**src/rtl/ptcd_pkg.sv**
```systemverilog
// Shared types and constants for the pulse timing code decoder.
// No dependencies; used by every module in rtl/.
package ptcd_pkg;

    localparam int DUR_W   = 16;
    localparam int FC_W    = 7;
    localparam int SUM_W   = 19;
    localparam int MSUM_W  = 10;
    localparam int IDX_W   = 3;
    localparam int CFGI_W  = 4;
    localparam int CFGD_W  = 64;

    // register indexes on the configuration port
    localparam logic [CFGI_W-1:0] REG_BASE_TIME = 4'd0;
    localparam logic [CFGI_W-1:0] REG_TOLERANCE = 4'd1;
    localparam logic [CFGI_W-1:0] REG_MIN_FRAME = 4'd2;
    localparam logic [CFGI_W-1:0] REG_MAX_FRAME = 4'd3;
    localparam logic [CFGI_W-1:0] REG_KINDS     = 4'd4;
    localparam logic [CFGI_W-1:0] REG_MULT_A    = 4'd5;
    localparam logic [CFGI_W-1:0] REG_MULT_B    = 4'd6;
    localparam logic [CFGI_W-1:0] REG_MULT_C    = 4'd7;

    // register reset values
    localparam logic [15:0] RST_BASE_TIME = 16'd560;
    localparam logic [6:0]  RST_TOLERANCE = 7'd25;
    localparam logic [6:0]  RST_MIN_FRAME = 7'd1;
    localparam logic [6:0]  RST_MAX_FRAME = 7'd64;

    // kind bits
    localparam int KB_START = 0;
    localparam int KB_DATA  = 1;
    localparam int KB_END   = 2;
    localparam logic [2:0] KIND_END_ONLY = 3'b100;

    // event codes
    localparam logic [1:0] EV_ADD     = 2'd0;
    localparam logic [1:0] EV_DONE    = 2'd1;
    localparam logic [1:0] EV_SHORT   = 2'd2;
    localparam logic [1:0] EV_ABANDON = 2'd3;

    localparam logic [6:0] PCT_SCALE = 7'd100;

    typedef struct packed {
        logic             valid;
        logic [DUR_W-1:0] dur;
        logic             hit_any;
    } ptcd_hand_t;

    typedef struct packed {
        logic              complete;
        logic              retry;
        logic [2:0]        kind;
        logic [IDX_W-1:0]  idx;
        logic [SUM_W-1:0]  sum;
        logic [MSUM_W-1:0] msum;
    } ptcd_status_t;

    typedef enum logic [1:0] {
        PH_IDLE,
        PH_NOM,
        PH_CMP
    } cell_phase_t;

    typedef enum logic [1:0] {
        CT_IDLE,
        CT_RUN,
        CT_DIV
    } ctrl_state_t;

endpackage

```
**src/rtl/ptcd_cell.sv**
```systemverilog
// One code cell: progress, alive flag and duration sum of one code.
// Depends on ptcd_pkg.
module ptcd_cell #(
    parameter int TIMES_PER_CODE = 4,
    parameter int IDX            = 0
) (
    input  logic                      clk,
    input  logic                      rst_n,
    input  ptcd_pkg::ptcd_hand_t      hand_in,
    input  logic                      clr,
    input  logic [6:0]                frame_count,
    input  logic [15:0]               active_base,
    input  logic [6:0]                tolerance_pct,
    input  logic [2:0]                kind,
    input  logic [8*TIMES_PER_CODE-1:0] mults,
    output ptcd_pkg::ptcd_hand_t      hand_out,
    output ptcd_pkg::ptcd_status_t    status
);

    ptcd_pkg::cell_phase_t phase_reg, phase_next;
    logic        alive_reg;
    logic [2:0]  prog_reg;
    logic [18:0] sum_reg;
    logic [15:0] dur_reg;
    logic        any_reg;
    logic [23:0] nom_reg;
    logic        hand_valid_reg;
    logic [15:0] hand_dur_reg;
    logic        hand_any_reg;

    logic [2:0]  len;
    logic [9:0]  msum;
    logic [7:0]  cur_mult;
    logic        stop;
    logic [23:0] diff;
    logic [30:0] lhs, rhs;
    logic        cmp, start_ok, chk, hit, retry, complete;

    always_comb
    begin
        len      = 3'd0;
        msum     = 10'd0;
        cur_mult = 8'd0;
        stop     = 1'b0;
        for (int t = 0; t < TIMES_PER_CODE; t++)
        begin
            if (!stop && mults[8*t +: 8] != 8'd0)
            begin
                len  = len + 3'd1;
                msum = msum + {2'b0, mults[8*t +: 8]};
            end
            else
            begin
                stop = 1'b1;
            end
            if (prog_reg == 3'(t))
            begin
                cur_mult = mults[8*t +: 8];
            end
        end
    end

    // |dur - nom| * 100 <= nom * tol  is the inclusive window test
    always_comb
    begin
        if ({8'b0, dur_reg} > nom_reg)
            diff = {8'b0, dur_reg} - nom_reg;
        else
            diff = nom_reg - {8'b0, dur_reg};
        lhs = {7'b0, diff} * {24'b0, ptcd_pkg::PCT_SCALE};
        rhs = {7'b0, nom_reg} * {24'b0, tolerance_pct};
    end

    always_comb
    begin
        cmp = (phase_reg == ptcd_pkg::PH_CMP);
        if (frame_count == 7'd0)
            start_ok = kind[ptcd_pkg::KB_START];
        else
            start_ok = kind[ptcd_pkg::KB_DATA] | kind[ptcd_pkg::KB_END];
        chk      = cmp && alive_reg && (len != 3'd0) && start_ok;
        hit      = chk && (prog_reg < len) && (lhs <= rhs);
        retry    = chk && !hit && (prog_reg == 3'd1) && (frame_count == 7'd0);
        complete = hit && ((prog_reg + 3'd1) == len);
    end

    always_comb
    begin
        case (phase_reg)
            ptcd_pkg::PH_IDLE: phase_next = hand_in.valid ? ptcd_pkg::PH_NOM : ptcd_pkg::PH_IDLE;
            ptcd_pkg::PH_NOM:  phase_next = ptcd_pkg::PH_CMP;
            ptcd_pkg::PH_CMP:  phase_next = retry ? ptcd_pkg::PH_NOM : ptcd_pkg::PH_IDLE;
            default:           phase_next = ptcd_pkg::PH_IDLE;
        endcase
    end

    always_ff @(posedge clk or negedge rst_n)
    begin
        if (!rst_n)
        begin
            phase_reg      <= ptcd_pkg::PH_IDLE;
            alive_reg      <= 1'b1;
            prog_reg       <= 3'd0;
            sum_reg        <= 19'd0;
            hand_valid_reg <= 1'b0;
        end
        else
        begin
            phase_reg      <= phase_next;
            hand_valid_reg <= cmp && !retry && !complete;
            if (clr)
            begin
                alive_reg <= 1'b1;
                prog_reg  <= 3'd0;
                sum_reg   <= 19'd0;
            end
            else if (cmp && alive_reg)
            begin
                alive_reg <= hit;
                if (hit)
                begin
                    prog_reg <= prog_reg + 3'd1;
                    sum_reg  <= sum_reg + {3'b0, dur_reg};
                end
            end
        end
    end

    always_ff @(posedge clk)
    begin
        if (phase_reg == ptcd_pkg::PH_IDLE && hand_in.valid)
        begin
            dur_reg <= hand_in.dur;
            any_reg <= hand_in.hit_any;
        end
        if (phase_reg == ptcd_pkg::PH_NOM)
            nom_reg <= {8'b0, active_base} * {16'b0, cur_mult};
        hand_dur_reg <= dur_reg;
        hand_any_reg <= any_reg | hit;
    end

    // status is zero outside the compare phase so the top level can OR the cells
    assign hand_out.valid   = hand_valid_reg;
    assign hand_out.dur     = hand_dur_reg;
    assign hand_out.hit_any = hand_any_reg;
    assign status.complete  = complete;
    assign status.retry     = retry;
    assign status.kind      = cmp ? kind : 3'd0;
    assign status.idx       = cmp ? 3'(IDX) : 3'd0;
    assign status.sum       = cmp ? (sum_reg + {3'b0, dur_reg}) : 19'd0;
    assign status.msum      = cmp ? msum : 10'd0;

    a_nom_then_cmp: assert property (@(posedge clk) disable iff (!rst_n)
        phase_reg == ptcd_pkg::PH_NOM |=> phase_reg == ptcd_pkg::PH_CMP)
        else $error("cell skipped compare phase");
    a_complete_stops: assert property (@(posedge clk) disable iff (!rst_n)
        complete |=> !hand_valid_reg)
        else $error("walk continued past a completed code");
    a_retry_reruns: assert property (@(posedge clk) disable iff (!rst_n)
        retry |=> (phase_reg == ptcd_pkg::PH_NOM && prog_reg == 3'd0))
        else $error("retry did not restart the cell");

endmodule

```
**config.mk**
```make
export PLATFORM = sky130hd
export DESIGN_NAME = ptcd_cell
export DESIGN_NICKNAME = d
export VERILOG_FILES = /design/src/rtl/ptcd_pkg.sv /design/src/rtl/ptcd_cell.sv
export SDC_FILE = /design/constraint.sdc
export NUM_CORES = 1
export LEC_CHECK = 0
export ABC_AREA = 1
export BUFFER_PORTS_ARGS = -buffer_cell sky130_fd_sc_hd__buf_4
export CORE_ASPECT_RATIO = 2
export CORE_MARGIN = 10
export CORE_UTILIZATION = 43
export DETAILED_ROUTE_END_ITERATION = 6
export GPL_TIMING_DRIVEN = 0
export PLACE_DENSITY = 0.73
export SETUP_SLACK_MARGIN = 0.1
export SLEW_MARGIN = 20
export SYNTH_ARGS = -nofsm -noshare
export SYNTH_HDL_FRONTEND = slang
export SYNTH_SLANG_ARGS = --single-unit
export TNS_END_PERCENT = 50
```
**constraint.sdc**
```tcl
create_clock -name clk -period 7.4 [get_ports clk]
set_input_delay 1.48 -clock clk [delete_from_list [all_inputs] [get_ports clk]]
set_output_delay 1.48 -clock clk [all_outputs]
set_load 0.02 [all_outputs]
```
After elaboration in Yosys (flattened, before gate mapping)
Index checks and enable logic that the tools add are counted.
{"block": "word_totals", "output_inout_bits": 55, "inputBits": 86, "ff_bits": 84, "elab_cells": 96}
{"block": "op_classes", "n_addsub": 10, "n_reduce_logical": 31, "n_mux": 31, "bitwise": 2, "n_mul": 3, "magnitude_cmp": 3, "eq_ne": 6}
{"operator": "two-way mux 19 bit", "count": 4}
{"operator": "two-way mux 8 bit", "count": 5}
{"operator": "nonzero test 8 bit", "count": 4}
{"operator": "<= comparator 31 bit", "count": 1}
{"operator": "multiplier 24 x 7 -> 31 bit", "count": 1}
{"operator": "two-way mux 10 bit", "count": 3}
{"operator": "multiplier 24 x 5 -> 29 bit, second input constant", "count": 1}
{"operator": "> comparator 16 x 24 -> 1 bit", "count": 1}
{"operator": "multiplier 16 x 8 -> 24 bit", "count": 1}
{"operator": "two-way mux 24 bit", "count": 1}
{"operator": "subtractor 16 x 24 -> 24 bit", "count": 1}
{"operator": "subtractor 24 x 16 -> 24 bit", "count": 1}
{"operator": "adder 10 x 8 -> 10 bit", "count": 2}
{"operator": "adder 19 x 16 -> 19 bit", "count": 1}
{"operator": "two-way mux 3 bit", "count": 6}
{"operator": "logical AND 1 bit", "count": 15}
{"operator": "adder 3 x 1 -> 3 bit, second input constant", "count": 3}
{"operator": "adder 8 x 8 -> 9 bit", "count": 1}
{"operator": "two-way mux 1 bit", "count": 9}
{"operator": "two-way mux 9 bit", "count": 1}
{"operator": "logical NOT 7 bit", "count": 1}
{"operator": "equality test 3 x 2 -> 1 bit, second input constant", "count": 2}
{"operator": "case mux 2 bit (3 select lines)", "count": 1}
{"operator": "logical NOT 1 bit", "count": 5}
{"operator": "13 further kinds", "count": 15}

Depth between registers and ports, before layout
{"block": "depth", "word_depth": 21, "mapped_depth": 45, "depth_no_buf": 43}

Worst setup path after synthesis
Ideal clock, no wire load.
{"block": "synth_timing", "path_kind": "input to output", "from": "in tolerance_pct[1]", "to": "out status[36] in the netlist's numbering", "required_ns": 5.920, "path_buffers": 2, "setup_slack_ns": -0.482, "path_stages": 28, "arrival_time_ns": 6.402, "path_cell_list": "clkbuf_1 -> nand2_1 -> fa_1 -> fa_1 -> inv_1 -> fa_1 -> inv_1 -> fa_1 -> inv_1 -> ha_1 -> a21oi_1 -> o21ai_0 -> a21oi_1 -> o21ai_0 -> nand4_1 -> nand2_1 -> nand2_1 -> nand2_1 -> ha_1 -> a21oi_1 -> o21a_1 -> nand2_1 -> a21oi_1 -> nand2_1 -> nand2_1 -> nand2_2 -> nor2_1 -> buf_4"}
{"block": "synth_between", "elab_chain_cells": 4}
{"item": "start: declaration", "line": "ptcd_cell.sv:13", "source": "input logic [6:0] tolerance_pct,"}
{"item": "multiplier 24 x 7 -> 31 bit", "line": "ptcd_cell.sv:71", "source": "rhs = {7'b0, nom_reg} * {24'b0, tolerance_pct};"}
{"item": "<= comparator 31 bit", "line": "ptcd_cell.sv:82", "source": "hit = chk && (prog_reg < len) && (lhs <= rhs);"}
{"item": "logical AND 1 bit", "line": "ptcd_cell.sv:82"}
{"item": "logical AND 1 bit", "line": "ptcd_cell.sv:84", "source": "complete = hit && ((prog_reg + 3'd1) == len);"}
{"item": "end: declaration", "line": "ptcd_cell.sv:17", "source": "output ptcd_pkg::ptcd_status_t status"}
Every way passes these cells.

Worst setup path after layout
{"block": "layout_timing", "from": "in tolerance_pct[3]", "to": "out status[35] in the netlist's numbering"}
{"block": "layout_between", "elab_chain_cells": 7}
{"item": "multiplier 24 x 7 -> 31 bit", "line": "ptcd_cell.sv:71"}
{"item": "<= comparator 31 bit", "line": "ptcd_cell.sv:82"}
{"item": "logical AND 1 bit", "line": "ptcd_cell.sv:82"}
{"item": "logical NOT 1 bit", "line": "ptcd_cell.sv:83", "source": "retry = chk && !hit && (prog_reg == 3'd1) && (frame_count == 7'd0);"}
{"item": "logical AND 1 bit (3 in series)", "line": "ptcd_cell.sv:83"}
Every way passes these cells.

==> run metrics <==
DRC 0; startpoint types input port; TritonCTS Buffers 9; Post-Place Setup Slack -1.54 ns; clock buffer depth 2; Post-synth top flop edfxtp_1; status complete, but fails checks; main combinational cell family by area after synthesis adder cells; H-tree Lvls 3; mux share of post-synthesis cell area 0; wire length per cell 20.3 µm; final weighted congestion in routability-driven placement 1.03; Congestion Overflow GR 0; final worst slack -1.06 ns; Adder-Cell Fraction of Synth Area 0.376; final wirelength between 70000 and 80000 µm; Unique masters post-synth 54; Hold Fails Final Rpt 0; Least-Margin Pin Slew around 1.1 ns; IO Pins 141; Post-DRT Antenna Nets 0; setup_tns -2.12 ns; CP max FO 10; critical path arrival 6.98 ns; Critical Path Most Common Cell nand2_1; syn_area_per_cell 7.01 µm²; initial antenna violation count 3; sequential area share after synthesis 0.107; Initial Util 0.433; Tmin final 8.46 ns; nets between 3000 and 4000; n_diodes 0; CP required ~6 ns; max-slew violation total from the final report 0; kind of end point of the critical path primary output; drt pass-1 iters 6; Hold WS about 0.43 ns; Max-Cap Viols 0; width of the chip about 180 µm; Slew headroom 0.262; Cells after Synth ~3000; Post-Synth XOR/XNOR Area 0.0466; root buf cell clkbuf_16; RSZ-0062 raised after global routing yes; drt via density 5.39; mapped cell area 20900 µm²; Reg clk slew, reported paths 0.07 ns; layout cells sized above 1 0.189; CTS tree yes; number of setup violations in the final report 2; worst skew pair latency 0.39 ns; num rows about 110; number of clock sinks 84; Synthesis Warnings 0; fin crit share 1.14; Synth Area in Simple Gates 0.242; Final HPWL DP 65000 µm; Port Buf Inserts 136; first-pass GRT wire length 117000 µm; EDFF count, synth 41; vias in the first global route around 22000; Layout Skew 0.0266 ns; Crit-path slowest cell fa_1; register bit total from synthesis 84; Iter 0 DRT Violations slightly below 1000; Hold Crit Class register to register; Area Growth Syn to Fin 22.8%; GRT Util Overall 0.262; failing checks setup timing; Max Fclk 0.118 GHz; Core Footprint 48200 µm²; total number of vias 20800; Async SR Flop Fraction 0.310; max reg flops 24; Synth Area in Compound Gates 0.102; critical path type input port to primary output; CP max stage delay 0.55 ns; die area between 50000 and 60000 µm²; # fillers between 4000 and 5000; die height 332 µm; largest net degree at the start of global routing 27
## placed cells by master (no fill, tap or decap), types with 9 or more instances in the layout
master       n
a21o_1      17
a21oi_1    140
a21oi_2     32
a21oi_4     10
buf_2        9
buf_4      217
buf_6       12
clkbuf_1    15
clkbuf_16   20
clkbuf_2    15
dfrtp_1     25
dfxtp_1     17
edfxtp_1    41
fa_1       209
fa_2         9
ha_1       231
ha_2         9
ha_4        38
inv_1      556
inv_2       26
nand2_1    696
nand2_2     52
nand2_4     12
nand3_1    123
nand4_1     33
nor2_1     220
nor2_2      21
nor2_4      16
nor3_1      16
o211ai_1    10
o21ai_0     88
o21ai_1     33
o21ai_2     15
xnor2_1     37
xnor2_2      9
xor2_1      55
## Yosys cell counts, types with 8 or more instances
cell      number  area share
o21bai_1      10      0.0036
o21ai_0      120       0.029
nand2_1      751        0.14
a21oi_1      182       0.044
nand3_1      131       0.031
xor2_1        63       0.026
xnor2_1       48       0.020
nand4_1       33      0.0099
inv_1        577        0.10
dfxtp_1       17       0.016
buf_4         16      0.0058
o21ai_1       17      0.0041
dfrtp_1       25       0.030
o211ai_1      10      0.0036
nor2_1       248       0.045
a31oi_1       10      0.0030
nand2_2        9      0.0027
ha_1         278        0.17
fa_1         218        0.21
edfxtp_1      41       0.059
clkbuf_1      42      0.0076
buf_2         12      0.0029
nor4_1         8      0.0024
nor3_1        22      0.0053
a21o_1        17      0.0061
## cells by family (layout without fill, tap and decap cells)
group,count (synthesis),after routing
buffers and inverters,667,902
and+or+nand+nor,1229,1229
AOI/OAI and AO/OA,390,390
other,1,3
xor gates and xnor gates,111,111
adders and majority gates,496,496
DFF,84,84
## layout make-up
class | count | area (µm²) | area share
Tap cell | 638 | 798 | 0.0312
Multi-Input combinational cell | 2229 | 17600 | 0.686
Buffer | 82 | 721 | 0.0281
Clock inverter | 7 | 76.3 | 0.00298
Clock buffer | 9 | 225 | 0.00879
Sequential cell | 84 | 2220 | 0.0868
Inverter | 585 | 2210 | 0.0862
Timing Repair Buffer | 219 | 1800 | 0.0701
## path summary, 6_finish.rpt
kind                                 startpoint                       to  depth (start not counted)  slack, ns
min reg2reg                   any_reg$_DFFE_PP_     hand_any_reg$_DFF_P_                          2       0.43
min in group asynchronous                 rst_n  sum_reg[12]$_DFFE_PN0P_                          1       1.00
max in group asynchronous                 rst_n    alive_reg$_DFFE_PN1N_                          1       6.09
max                            tolerance_pct[3]               status[35]                         31      -1.06
max reg2reg                nom_reg[9]$_DFFE_PN_   sum_reg[8]$_DFFE_PN0P_                         37       0.52
min                           any_reg$_DFFE_PP_     hand_any_reg$_DFF_P_                          2       0.43
## metal layers
layer  vias to the layer above  global-route usage  part of all wire
li1                       9783                   -                 -
met5                         -                   0                 0
met2                       769               0.514              0.55
met4                         0               0.253              0.12
met3                       394              0.0353             0.042
met1                      9805               0.211              0.29
## critical path, delay by kind of cell
| kind | cells | cell delay [ns] |
|---|---|---|
| adders and majority gates | 6 | 2.61 |
| and+or+nand+nor | 14 | 1.44 |
| buffers and inverters | 8 | 0.83 |
| xor gates and xnor gates | 1 | 0.31 |
| AOI/OAI and AO/OA | 2 | 0.29 |
## stage by stage
step | cells | cell area, µm² | utilization
2_1_floorplan | 2980 | 21200 | -
3_3_place_gp | 3754 | 23000 | 0.478
3_5_place_dp | 3754 | 23000 | 0.478
4_1_cts | 3820 | 24700 | 0.513
5_1_grt | 3853 | 25600 | 0.531
6_report | 3853 | 25600 | 0.531
## timing repair
item | 4_1_cts | 5_1_grt
setup buffers | 48 | 30
hold buffers | 0 | 0
hold endpoints to repair | 0 | 0
resized for setup | 215 | 182
pin swaps | 69 | 63
cloned | 2 | 3
setup endpoints to repair | 21 | 15
Power is not shown: default switching activity piles up to over one toggle a cycle in this logic, so the estimate is an artifact.
