--- src/rtl/ptcd_pkg.sv ---
// Shared types and constants for the pulse timing code decoder.
// No dependencies; used by every module in rtl/.
package ptcd_pkg;

    localparam int DUR_W   = 16;
    localparam int FC_W    = 7;
    localparam int SUM_W   = 19;
    localparam int MSUM_W  = 10;
    localparam int IDX_W   = 3;
    localparam int CFGI_W  = 4;
    localparam int CFGD_W  = 64;

    // register indexes on the configuration port
    localparam logic [CFGI_W-1:0] REG_BASE_TIME = 4'd0;
    localparam logic [CFGI_W-1:0] REG_TOLERANCE = 4'd1;
    localparam logic [CFGI_W-1:0] REG_MIN_FRAME = 4'd2;
    localparam logic [CFGI_W-1:0] REG_MAX_FRAME = 4'd3;
    localparam logic [CFGI_W-1:0] REG_KINDS     = 4'd4;
    localparam logic [CFGI_W-1:0] REG_MULT_A    = 4'd5;
    localparam logic [CFGI_W-1:0] REG_MULT_B    = 4'd6;
    localparam logic [CFGI_W-1:0] REG_MULT_C    = 4'd7;

    // register reset values
    localparam logic [15:0] RST_BASE_TIME = 16'd560;
    localparam logic [6:0]  RST_TOLERANCE = 7'd25;
    localparam logic [6:0]  RST_MIN_FRAME = 7'd1;
    localparam logic [6:0]  RST_MAX_FRAME = 7'd64;

    // kind bits
    localparam int KB_START = 0;
    localparam int KB_DATA  = 1;
    localparam int KB_END   = 2;
    localparam logic [2:0] KIND_END_ONLY = 3'b100;

    // event codes
    localparam logic [1:0] EV_ADD     = 2'd0;
    localparam logic [1:0] EV_DONE    = 2'd1;
    localparam logic [1:0] EV_SHORT   = 2'd2;
    localparam logic [1:0] EV_ABANDON = 2'd3;

    localparam logic [6:0] PCT_SCALE = 7'd100;

    typedef struct packed {
        logic             valid;
        logic [DUR_W-1:0] dur;
        logic             hit_any;
    } ptcd_hand_t;

    typedef struct packed {
        logic              complete;
        logic              retry;
        logic [2:0]        kind;
        logic [IDX_W-1:0]  idx;
        logic [SUM_W-1:0]  sum;
        logic [MSUM_W-1:0] msum;
    } ptcd_status_t;

    typedef enum logic [1:0] {
        PH_IDLE,
        PH_NOM,
        PH_CMP
    } cell_phase_t;

    typedef enum logic [1:0] {
        CT_IDLE,
        CT_RUN,
        CT_DIV
    } ctrl_state_t;

endpackage

--- src/rtl/ptcd_ctrl.sv ---
// Frame controller: config registers, frame count, base time, divider, result queue.
// Depends on ptcd_pkg.
module ptcd_ctrl #(
    parameter int MAX_FRAME = 64
) (
    input  logic                   clk,
    input  logic                   rst_n,
    input  logic                   cfg_valid,
    output logic                   cfg_ready,
    input  logic [3:0]             cfg_index,
    input  logic [63:0]            cfg_data,
    input  logic                   in_valid,
    output logic                   in_stall,
    input  ptcd_pkg::ptcd_status_t status,
    input  ptcd_pkg::ptcd_hand_t   last_hand,
    output logic                   out_valid,
    input  logic                   out_stall,
    output logic [1:0]             event_res,
    output logic [2:0]             code_index,
    output logic [6:0]             frame_length,
    output logic                   clr,
    output logic [6:0]             frame_count,
    output logic [15:0]            active_base,
    output logic [6:0]             tolerance_pct,
    output logic [17:0]            code_kinds,
    output logic [191:0]           mult_words
);

    localparam logic [6:0] MAX_FRAME_L = 7'(MAX_FRAME);

    ptcd_pkg::ctrl_state_t state_reg, state_next;
    logic [15:0] base_time_reg;
    logic [6:0]  tol_reg, minf_reg, maxf_reg;
    logic [17:0] kinds_reg;
    logic [63:0] mult_a_reg, mult_b_reg, mult_c_reg;
    logic [6:0]  fc_reg;
    logic [15:0] base_reg;

    logic        pend_valid_reg;
    logic [1:0]  pend_ev_reg;
    logic [2:0]  pend_idx_reg;
    logic [6:0]  pend_len_reg;
    logic        out_valid_reg;
    logic [1:0]  out_ev_reg;
    logic [2:0]  out_idx_reg;
    logic [6:0]  out_len_reg;

    logic [9:0]  rem_reg;
    logic [18:0] quo_reg;
    logic [9:0]  dvs_reg;
    logic [4:0]  cnt_reg;

    logic        run, nomatch, accept;
    logic [6:0]  fc_new, limit;
    logic [1:0]  ev;
    logic [10:0] trial;
    logic        ge;

    always_comb
    begin
        run     = (state_reg == ptcd_pkg::CT_RUN);
        nomatch = run && last_hand.valid && !last_hand.hit_any;
        accept  = in_valid && !in_stall;
        fc_new  = fc_reg + 7'd1;
        limit   = (maxf_reg < MAX_FRAME_L) ? maxf_reg : MAX_FRAME_L;
        if (status.kind == ptcd_pkg::KIND_END_ONLY && fc_new < minf_reg)
            ev = ptcd_pkg::EV_SHORT;
        else if (status.kind[ptcd_pkg::KB_END] && fc_new >= minf_reg)
            ev = ptcd_pkg::EV_DONE;
        else if (fc_new >= limit)
            ev = ptcd_pkg::EV_DONE;
        else
            ev = ptcd_pkg::EV_ADD;
        trial = {rem_reg, quo_reg[18]};
        ge    = (trial >= {1'b0, dvs_reg});
    end

    // next state
    always_comb
    begin
        case (state_reg)
            ptcd_pkg::CT_IDLE:
                state_next = accept ? ptcd_pkg::CT_RUN : ptcd_pkg::CT_IDLE;
            ptcd_pkg::CT_RUN:
            begin
                if (status.complete)
                    state_next = (ev == ptcd_pkg::EV_ADD && fc_reg == 7'd0)
                                 ? ptcd_pkg::CT_DIV : ptcd_pkg::CT_IDLE;
                else if (last_hand.valid)
                    state_next = ptcd_pkg::CT_IDLE;
                else
                    state_next = ptcd_pkg::CT_RUN;
            end
            ptcd_pkg::CT_DIV:
                state_next = (cnt_reg == 5'd0) ? ptcd_pkg::CT_IDLE : ptcd_pkg::CT_DIV;
            default:
                state_next = ptcd_pkg::CT_IDLE;
        endcase
    end

    // outputs of the state machine
    always_comb
    begin
        in_stall = (state_reg != ptcd_pkg::CT_IDLE) || pend_valid_reg;
        clr      = run && (status.complete || status.retry || nomatch);
    end

    always_ff @(posedge clk or negedge rst_n)
    begin
        if (!rst_n)
        begin
            state_reg      <= ptcd_pkg::CT_IDLE;
            base_time_reg  <= ptcd_pkg::RST_BASE_TIME;
            tol_reg        <= ptcd_pkg::RST_TOLERANCE;
            minf_reg       <= ptcd_pkg::RST_MIN_FRAME;
            maxf_reg       <= ptcd_pkg::RST_MAX_FRAME;
            kinds_reg      <= 18'd0;
            mult_a_reg     <= 64'd0;
            mult_b_reg     <= 64'd0;
            mult_c_reg     <= 64'd0;
            fc_reg         <= 7'd0;
            base_reg       <= ptcd_pkg::RST_BASE_TIME;
            pend_valid_reg <= 1'b0;
            out_valid_reg  <= 1'b0;
        end
        else
        begin
            state_reg <= state_next;
            if (cfg_valid)
            begin
                case (cfg_index)
                    ptcd_pkg::REG_BASE_TIME: base_time_reg <= cfg_data[15:0];
                    ptcd_pkg::REG_TOLERANCE: tol_reg       <= cfg_data[6:0];
                    ptcd_pkg::REG_MIN_FRAME: minf_reg      <= cfg_data[6:0];
                    ptcd_pkg::REG_MAX_FRAME: maxf_reg      <= cfg_data[6:0];
                    ptcd_pkg::REG_KINDS:     kinds_reg     <= cfg_data[17:0];
                    ptcd_pkg::REG_MULT_A:    mult_a_reg    <= cfg_data;
                    ptcd_pkg::REG_MULT_B:    mult_b_reg    <= cfg_data;
                    ptcd_pkg::REG_MULT_C:    mult_c_reg    <= cfg_data;
                    default: ;
                endcase
            end

            if (run && status.complete)
            begin
                pend_valid_reg <= 1'b1;
                if (ev != ptcd_pkg::EV_ADD)
                begin
                    fc_reg   <= 7'd0;
                    base_reg <= base_time_reg;
                end
                else
                begin
                    fc_reg <= fc_new;
                end
            end
            else if (run && status.retry)
            begin
                fc_reg   <= 7'd0;
                base_reg <= base_time_reg;
            end
            else if (nomatch)
            begin
                fc_reg   <= 7'd0;
                base_reg <= base_time_reg;
                if (fc_reg != 7'd0)
                    pend_valid_reg <= 1'b1;
            end
            else if (state_reg == ptcd_pkg::CT_DIV && cnt_reg == 5'd0)
            begin
                base_reg <= (|quo_reg[17:15]) ? 16'hFFFF : {quo_reg[14:0], ge};
            end

            // result queue: pending slot feeds the output register
            if (pend_valid_reg && (!out_valid_reg || !out_stall))
            begin
                out_valid_reg  <= 1'b1;
                pend_valid_reg <= 1'b0;
            end
            else if (out_valid_reg && !out_stall)
            begin
                out_valid_reg <= 1'b0;
            end
        end
    end

    // payload: pending result, output register, divider datapath
    always_ff @(posedge clk)
    begin
        if (run && status.complete)
        begin
            pend_ev_reg  <= ev;
            pend_idx_reg <= status.idx;
            pend_len_reg <= fc_new;
            rem_reg      <= 10'd0;
            quo_reg      <= status.sum;
            dvs_reg      <= status.msum;
            cnt_reg      <= 5'd18;
        end
        else if (nomatch)
        begin
            pend_ev_reg  <= ptcd_pkg::EV_ABANDON;
            pend_idx_reg <= 3'd0;
            pend_len_reg <= 7'd0;
        end
        else if (state_reg == ptcd_pkg::CT_DIV)
        begin
            rem_reg <= ge ? 10'(trial - {1'b0, dvs_reg}) : trial[9:0];
            quo_reg <= {quo_reg[17:0], ge};
            cnt_reg <= cnt_reg - 5'd1;
        end
        if (pend_valid_reg && (!out_valid_reg || !out_stall))
        begin
            out_ev_reg  <= pend_ev_reg;
            out_idx_reg <= pend_idx_reg;
            out_len_reg <= pend_len_reg;
        end
    end

    assign cfg_ready     = 1'b1;
    assign out_valid     = out_valid_reg;
    assign event_res     = out_ev_reg;
    assign code_index    = out_idx_reg;
    assign frame_length  = out_len_reg;
    assign frame_count   = fc_reg;
    assign active_base   = base_reg;
    assign tolerance_pct = tol_reg;
    assign code_kinds    = kinds_reg;
    assign mult_words    = {mult_c_reg, mult_b_reg, mult_a_reg};

endmodule
--- config.mk ---
export PLATFORM = sky130hd
export DESIGN_NAME = ptcd_ctrl
export DESIGN_NICKNAME = d
export VERILOG_FILES = /design/src/rtl/ptcd_pkg.sv /design/src/rtl/ptcd_ctrl.sv
export SDC_FILE = /design/constraint.sdc
export NUM_CORES = 1
export LEC_CHECK = 0
export BUFFER_PORTS_ARGS = -buffer_cell sky130_fd_sc_hd__clkbuf_2
export CAP_MARGIN = 20
export CORE_MARGIN = 2
export CORE_UTILIZATION = 30
export DETAILED_ROUTE_END_ITERATION = 16
export PLACE_DENSITY = 0.52
export SKIP_CTS_REPAIR_TIMING = 1
export SYNTH_ARGS = -nofsm -noshare
export SYNTH_HDL_FRONTEND = slang
export SYNTH_SLANG_ARGS = --single-unit
export TNS_END_PERCENT = 1
--- constraint.sdc ---
create_clock -name clk -period 3.4 [get_ports clk]
set_clock_uncertainty 0.05 [all_clocks]
set_input_delay 0.68 -clock clk [delete_from_list [all_inputs] [get_ports clk]]
set_output_delay 0.68 -clock clk [all_outputs]
set_load 0.01 [all_outputs]
Yosys cells after proc, flatten, opt, wreduce, memory -nomap -nowiden --
Index checks and enable logic that the tools add are counted.
Operators by class: add/sub/neg operators 3, order comparisons 5, eq/ne operators 13, muxes and demuxes 36, bitwise logic cells 1, reductions and logical operators 48
Operators with widths (count):
- $mux W16 | 6
- $mux W19 | 3
- $mux W7 | 6
- $reduce_and A2 Y1 | 11
- $eq A4 B3 Y1 const B | 4
- $ge A7 B7 Y1 | 2
- $logic_and A1 B1 Y1 | 12
- $mux W2 | 6
- $ge A11 B10 Y1 | 1
- $mux W1 | 11
- $mux W10 | 1
- $reduce_bool A2 Y1 | 5
- $sub A10 B10 Y10 | 1
- $reduce_bool A3 Y1 | 3
- $eq A4 B2 Y1 const B | 2
- $add A7 B1 Y7 const B | 1
- $logic_not A7 Y1 | 1
- $lt A7 B7 Y1 | 1
- $lt A7 B7 Y1 const B | 1
- $reduce_bool A7 Y1 | 1
- $mux W3 | 2
- $pmux W2 S3 | 1
- $logic_not A5 Y1 | 1
- $sub A5 B1 Y5 const B | 1
- 14 further kinds | 22
Word-level totals: register bits after elaboration 342, input port bits 128, output and inout bits 256, logic and storage cells 129

Longest topological paths before layout --
depth after elaboration 11, mapped depth 13, depth with buffers taken out 11

Worst setup path before layout --
OpenSTA, ideal clock, no wires.
path type register to register, start point register fc_reg[0], in the netlist frame_count[0], end point register base_reg[0], in the netlist active_base[0], setup time 0.125 ns, arrival time 2.850 ns, required time 3.225 ns, setup slack 0.375 ns, cell stages (with the launch flop) 12, path buffers 0, clock period less this slack 3.025 ns, cell sequence dfrtp_1 ha_1 nand3_1 xnor2_1 ha_1 nand2b_1 a211oi_1 or4_1 a31oi_1 nand2b_4 o31ai_4 mux2_4
On the way: cells in the longest elaborated chain, start to end 8, elaborated cells between the ends (all ways) 12, classes of those cells 1 x add/sub; 3 x order compare; 1 x eq/ne; 3 x mux; 4 x reduce/logical
Ends and longest elaborated chain:
- from (decl) | RTL line ptcd_ctrl.sv:36 | logic [6:0] fc_reg;
- from (signal assigned) | RTL line ptcd_ctrl.sv:154 | fc_reg <= fc_new;
- $add A7 B1 Y7 (*) | RTL line ptcd_ctrl.sv:64 | fc_new = fc_reg + 7'd1;
- net fc_new[6] | RTL line ptcd_ctrl.sv:54 | logic [6:0] fc_new, limit;
- $ge A7 B7 Y1 (on tied branches) | RTL line ptcd_ctrl.sv:70, ptcd_ctrl.sv:68
- $mux W1 / $logic_and A1 B1 Y1 (equally long branches) | RTL line ptcd_ctrl.sv:70, ptcd_ctrl.sv:68
- $mux W1 | RTL line ptcd_ctrl.sv:68 | else if (status.kind[ptcd_pkg::KB_END] && fc_new >= minf_reg)
- $mux W2 (*) | RTL line ptcd_ctrl.sv:66 | if (status.kind == ptcd_pkg::KIND_END_ONLY && fc_new < minf_reg)
- $reduce_bool A2 Y1 (*) | RTL line ptcd_ctrl.sv:147 | if (ev != ptcd_pkg::EV_ADD)
- $ne A2 B1 Y1 (no source line) (*)
- $reduce_and A2 Y1 (no source line) (*)
- to (signal assigned) | RTL line ptcd_ctrl.sv:150 | base_reg <= base_time_reg;
- to (signal assigned) | RTL line ptcd_ctrl.sv:160 | base_reg <= base_time_reg;
- to (signal assigned) | RTL line ptcd_ctrl.sv:165 | base_reg <= base_time_reg;
- to (decl) | RTL line ptcd_ctrl.sv:37 | logic [15:0] base_reg;
The timed path passes the listed nets; every way through them passes the cells marked *. A chain may end at the register's enable or synchronous reset.

Final worst setup path --
start point register fc_reg[4], in the netlist frame_count[4], end point register fc_reg[5], in the netlist frame_count[5]
On the way: cells in the longest elaborated chain, start to end 8, elaborated cells between the ends (all ways) 12, classes of those cells 1 x add/sub; 3 x order compare; 5 x mux; 3 x reduce/logical
Ends and longest elaborated chain:
- $add A7 B1 Y7 (*) | RTL line ptcd_ctrl.sv:64
- net fc_new[6] | RTL line ptcd_ctrl.sv:54
- $ge A7 B7 Y1 (on tied branches) | RTL line ptcd_ctrl.sv:70, ptcd_ctrl.sv:68
- $mux W1 / $logic_and A1 B1 Y1 (equally long branches) | RTL line ptcd_ctrl.sv:70, ptcd_ctrl.sv:68
- $mux W1 | RTL line ptcd_ctrl.sv:68
- $mux W2 (*) | RTL line ptcd_ctrl.sv:66
- $reduce_bool A2 Y1 (*) | RTL line ptcd_ctrl.sv:147
- $mux W7 (*) | RTL line ptcd_ctrl.sv:147
- $mux W7 (*) | RTL line ptcd_ctrl.sv:144 | if (run && status.complete)
Marks and branches as above.

==> flow_summary_export.csv <==
group,metric,value,unit
die,ios,384,
hold_path,holdCritPathClass,"in2async",
final_layout,final_common_cell,"clkbuf_2",
synthesis,synth_fp_nets,1128,
placed_design,dp.cells,1928,
clocking,clock-sinks,342,
detailed_routing,postRouteAntennaNets,0,
detailed_routing,maxUsedRoutingLayer,"met5",
grt,grt_max_degree,84,
synthesis,synth_edf_count,53,
detailed_routing,drtPass1Iterations,4,
final_layout,stdcell_area,0.01801,mm^2
job,maxCapViolCount,0,
die,die_y,219.6,um
die,die-area,0.04822,mm^2
critical_path,arrival,3530,ps
clocking,htreeDepth,2,
final_layout,drive_gt1_share,51.68,%
clocking,cts.clk_slew.worst_paths,60,ps
critical_path,endpoint_kind,"flip-flop",
detailed_routing,wirelength,39.69,mm
final_layout,area_growth,29.18,%
grt,grt_use_total,16.50,%
placed_design,hpwlAfterDp,28.38,mm
critical_path,critical_path_class,"reg2reg",
detailed_routing,routed_via_density,4.715,
synthesis,synth-adder-area-share,2.189,%
final_layout,final_cell_mix,"365 x clkbuf_2, 262 x dfrtp_1, 246 x mux2_2",
timing,slew_violations,0,
detailed_routing,wl_met2,17.83,mm
clocking,tritoncts,"yes",
detailed_routing,wl_met3,3.790,mm
pwr,p_leak,8.430,nW
timing,setup_violations,0,
die,coreArea,0.04567,mm^2
status,status,"finished clean",
critical_path,cp_max_fo,6,
critical_path,timing.rr.start,"frame_count[4]",
placed_design,place_area,0.01666,mm^2
grt,grt_pass1_wl,60.30,mm
critical_path,startpoint,"frame_count[4]",
timing,hold_viol,0,
detailed_routing,drtIter0Drc,391,
detailed_routing,met1_length,17.18,mm
synthesis,synth_compound_area_share,5.482,%
grt,grt_overflow,0,
timing,worstMarginPinSlew,880.0,ps
synthesis,ys.flop_type,"dfrtp_1",
synthesis,ys.warnings.count,0,
timing,finalCriticalPeriod,3150,ps
placed_design,io_buffers,366,
die,rows,78,
die,chipWidth,219.6,um
critical_path,cp-start-kind,"flip-flop",
synthesis,yosys.area_share.simple,5.796,%
grt,first_global_vias,10070,
die,initial_core_util,30.53,%
clocking,clk_latency,550,ps
pwr,power.density,798.6,mW/mm^2
detailed_routing,post-route-drc-count,0,
synthesis,ys_async_sr_fraction,80.12,%
detailed_routing,avgRoutedWirePerCell,19.85,um
clocking,root_buffer,"clkbuf_16",
pwr,ir_drop,0.4043,mV
synthesis,syn_inst,977,
synthesis,synth_top_family_by_area,"multiplexers",
final_layout,finalNetCount,1522,
final_layout,stdcell_count,2000,
detailed_routing,vias,9430,
timing,whs,51.53,ps
timing,rsz0062_at_grt,"false",
placed_design,place_congestion,0.8130,
grt,grt_antenna_before_repair,1,
synthesis,ys_ff_latch,342,
timing,clock.fmax,317.5,MHz
timing,post-route-period-util,92.63,%
synthesis,synth_area,0.01394,mm^2
synthesis,seq_area_frac_synth,62.84,%
timing,tns,0,ps
clocking,numCtsBuffers,41,
synthesis,synthMuxAreaShare,20.62,%
timing,relSlewSlack,41.11,%
clocking,clock_path_buffers,3,
synthesis,synth-xor-area-share,1.041,%
synthesis,syn_avg_cell_area,14.27,um^2
synthesis,synth_cell_types,57,
critical_path,cp_data_required_time,3780,ps
power breakdown:
part	switching (mW)	internal, mW
clock network	1.74	2.67
registers	0.626	5.36
logic	2.20	1.79
total	4.57	9.82
final timing paths:
kind | slack (ps) | endpoint | depth (start not counted)
max | 250 | frame_count[5] | 12
max reg2reg | 250 | frame_count[5] | 12
min reg2reg | 370 | frame_length[0] | 0
max in group asynchronous | 2410 | mult_b_reg[36] | 2
min | 50 | mult_b_reg[58] | 1
min in group clk | 250 | dvs_reg[9] | 1
area by class of cell:
type / instances / area (um^2)
multi-input combinational: 567 / 4933
inverter: 27 / 101.3
tap: 600 / 750.7
sequential: 342 / 8763
fill: 4433 / 27660
clock buffer: 53 / 1142
antenna: 1 / 2.502
clock inverter: 18 / 207.7
timing repair buffer: 392 / 2112
synthesized netlist by cell type (all sizes together), types with 4 or more instances:
master   number  area [um^2]
xor2          5        43.79
o2bb2ai      16        140.1
nor3b         4        30.03
and2          5        31.28
dfxtp        15        300.3
a31oi         5        31.28
nand3b        4        30.03
nor2         23        86.33
nand3         7        35.03
inv          26        97.59
edfxtp       53         1592
nor2b        10        62.56
xnor2         9        78.83
clkbuf       35        131.4
a21oi         8        51.30
nor4          4        25.02
ha           22        275.3
o21ai        20        100.1
nand2b       14        95.09
a21o          7        52.55
buf           6        47.54
mux2        247         2785
dfrtp       263         6581
a22o          6        52.55
o31ai         6        58.81
o221ai       17        148.9
and3          5        32.53
dfstp        11        289.0
nor3          4        25.02
nand2        86        322.8
mux2i         9        90.09
layer usage:
| layer | up-vias | track usage, % |
|---|---|---|
| li1 | 4315 | - |
| met1 | 4730 | 21.39 |
| met2 | 314 | 25.53 |
| met3 | 69 | 6.639 |
| met4 | 2 | 4.519 |
| met5 | - | 0 |
worst max-delay path: stages, from the launching register on:
cell      delay [ps]
dfrtp_1          460
and3_2           260
nand3_1          100
xnor2_1          240
ha_1             310
nand2b_1         100
a211oi_1          60
or4_1            510
a31oi_1          220
nand2b_4         220
nor3_2            70
buf_4            160
a211o_1          290
stage by stage:
| stage | utilization (%) | power [mW] | worst slack [ps] |
|---|---|---|---|
| 2_1_floorplan | - | 8.300 | 375.3 |
| 3_3_place_gp | 36.48 | 10.01 | 316.9 |
| 3_5_place_dp | 36.48 | 10.09 | 237.4 |
| 4_1_cts | 39.43 | 14.62 | 204.6 |
| 5_1_grt | 39.43 | 15.27 | 32.00 |
| 6_report | 39.44 | 14.39 | 250.4 |
logic make-up after synthesis:
logic type	count (synthesis)
DFF	342
AOI/OAI and AO/OA	100
muxes	256
and+or+nand+nor	171
xor gates and xnor gates	15
adders and majority gates	24
buffers and inverters	68
other	1
(Power assumes the default switching activity.)
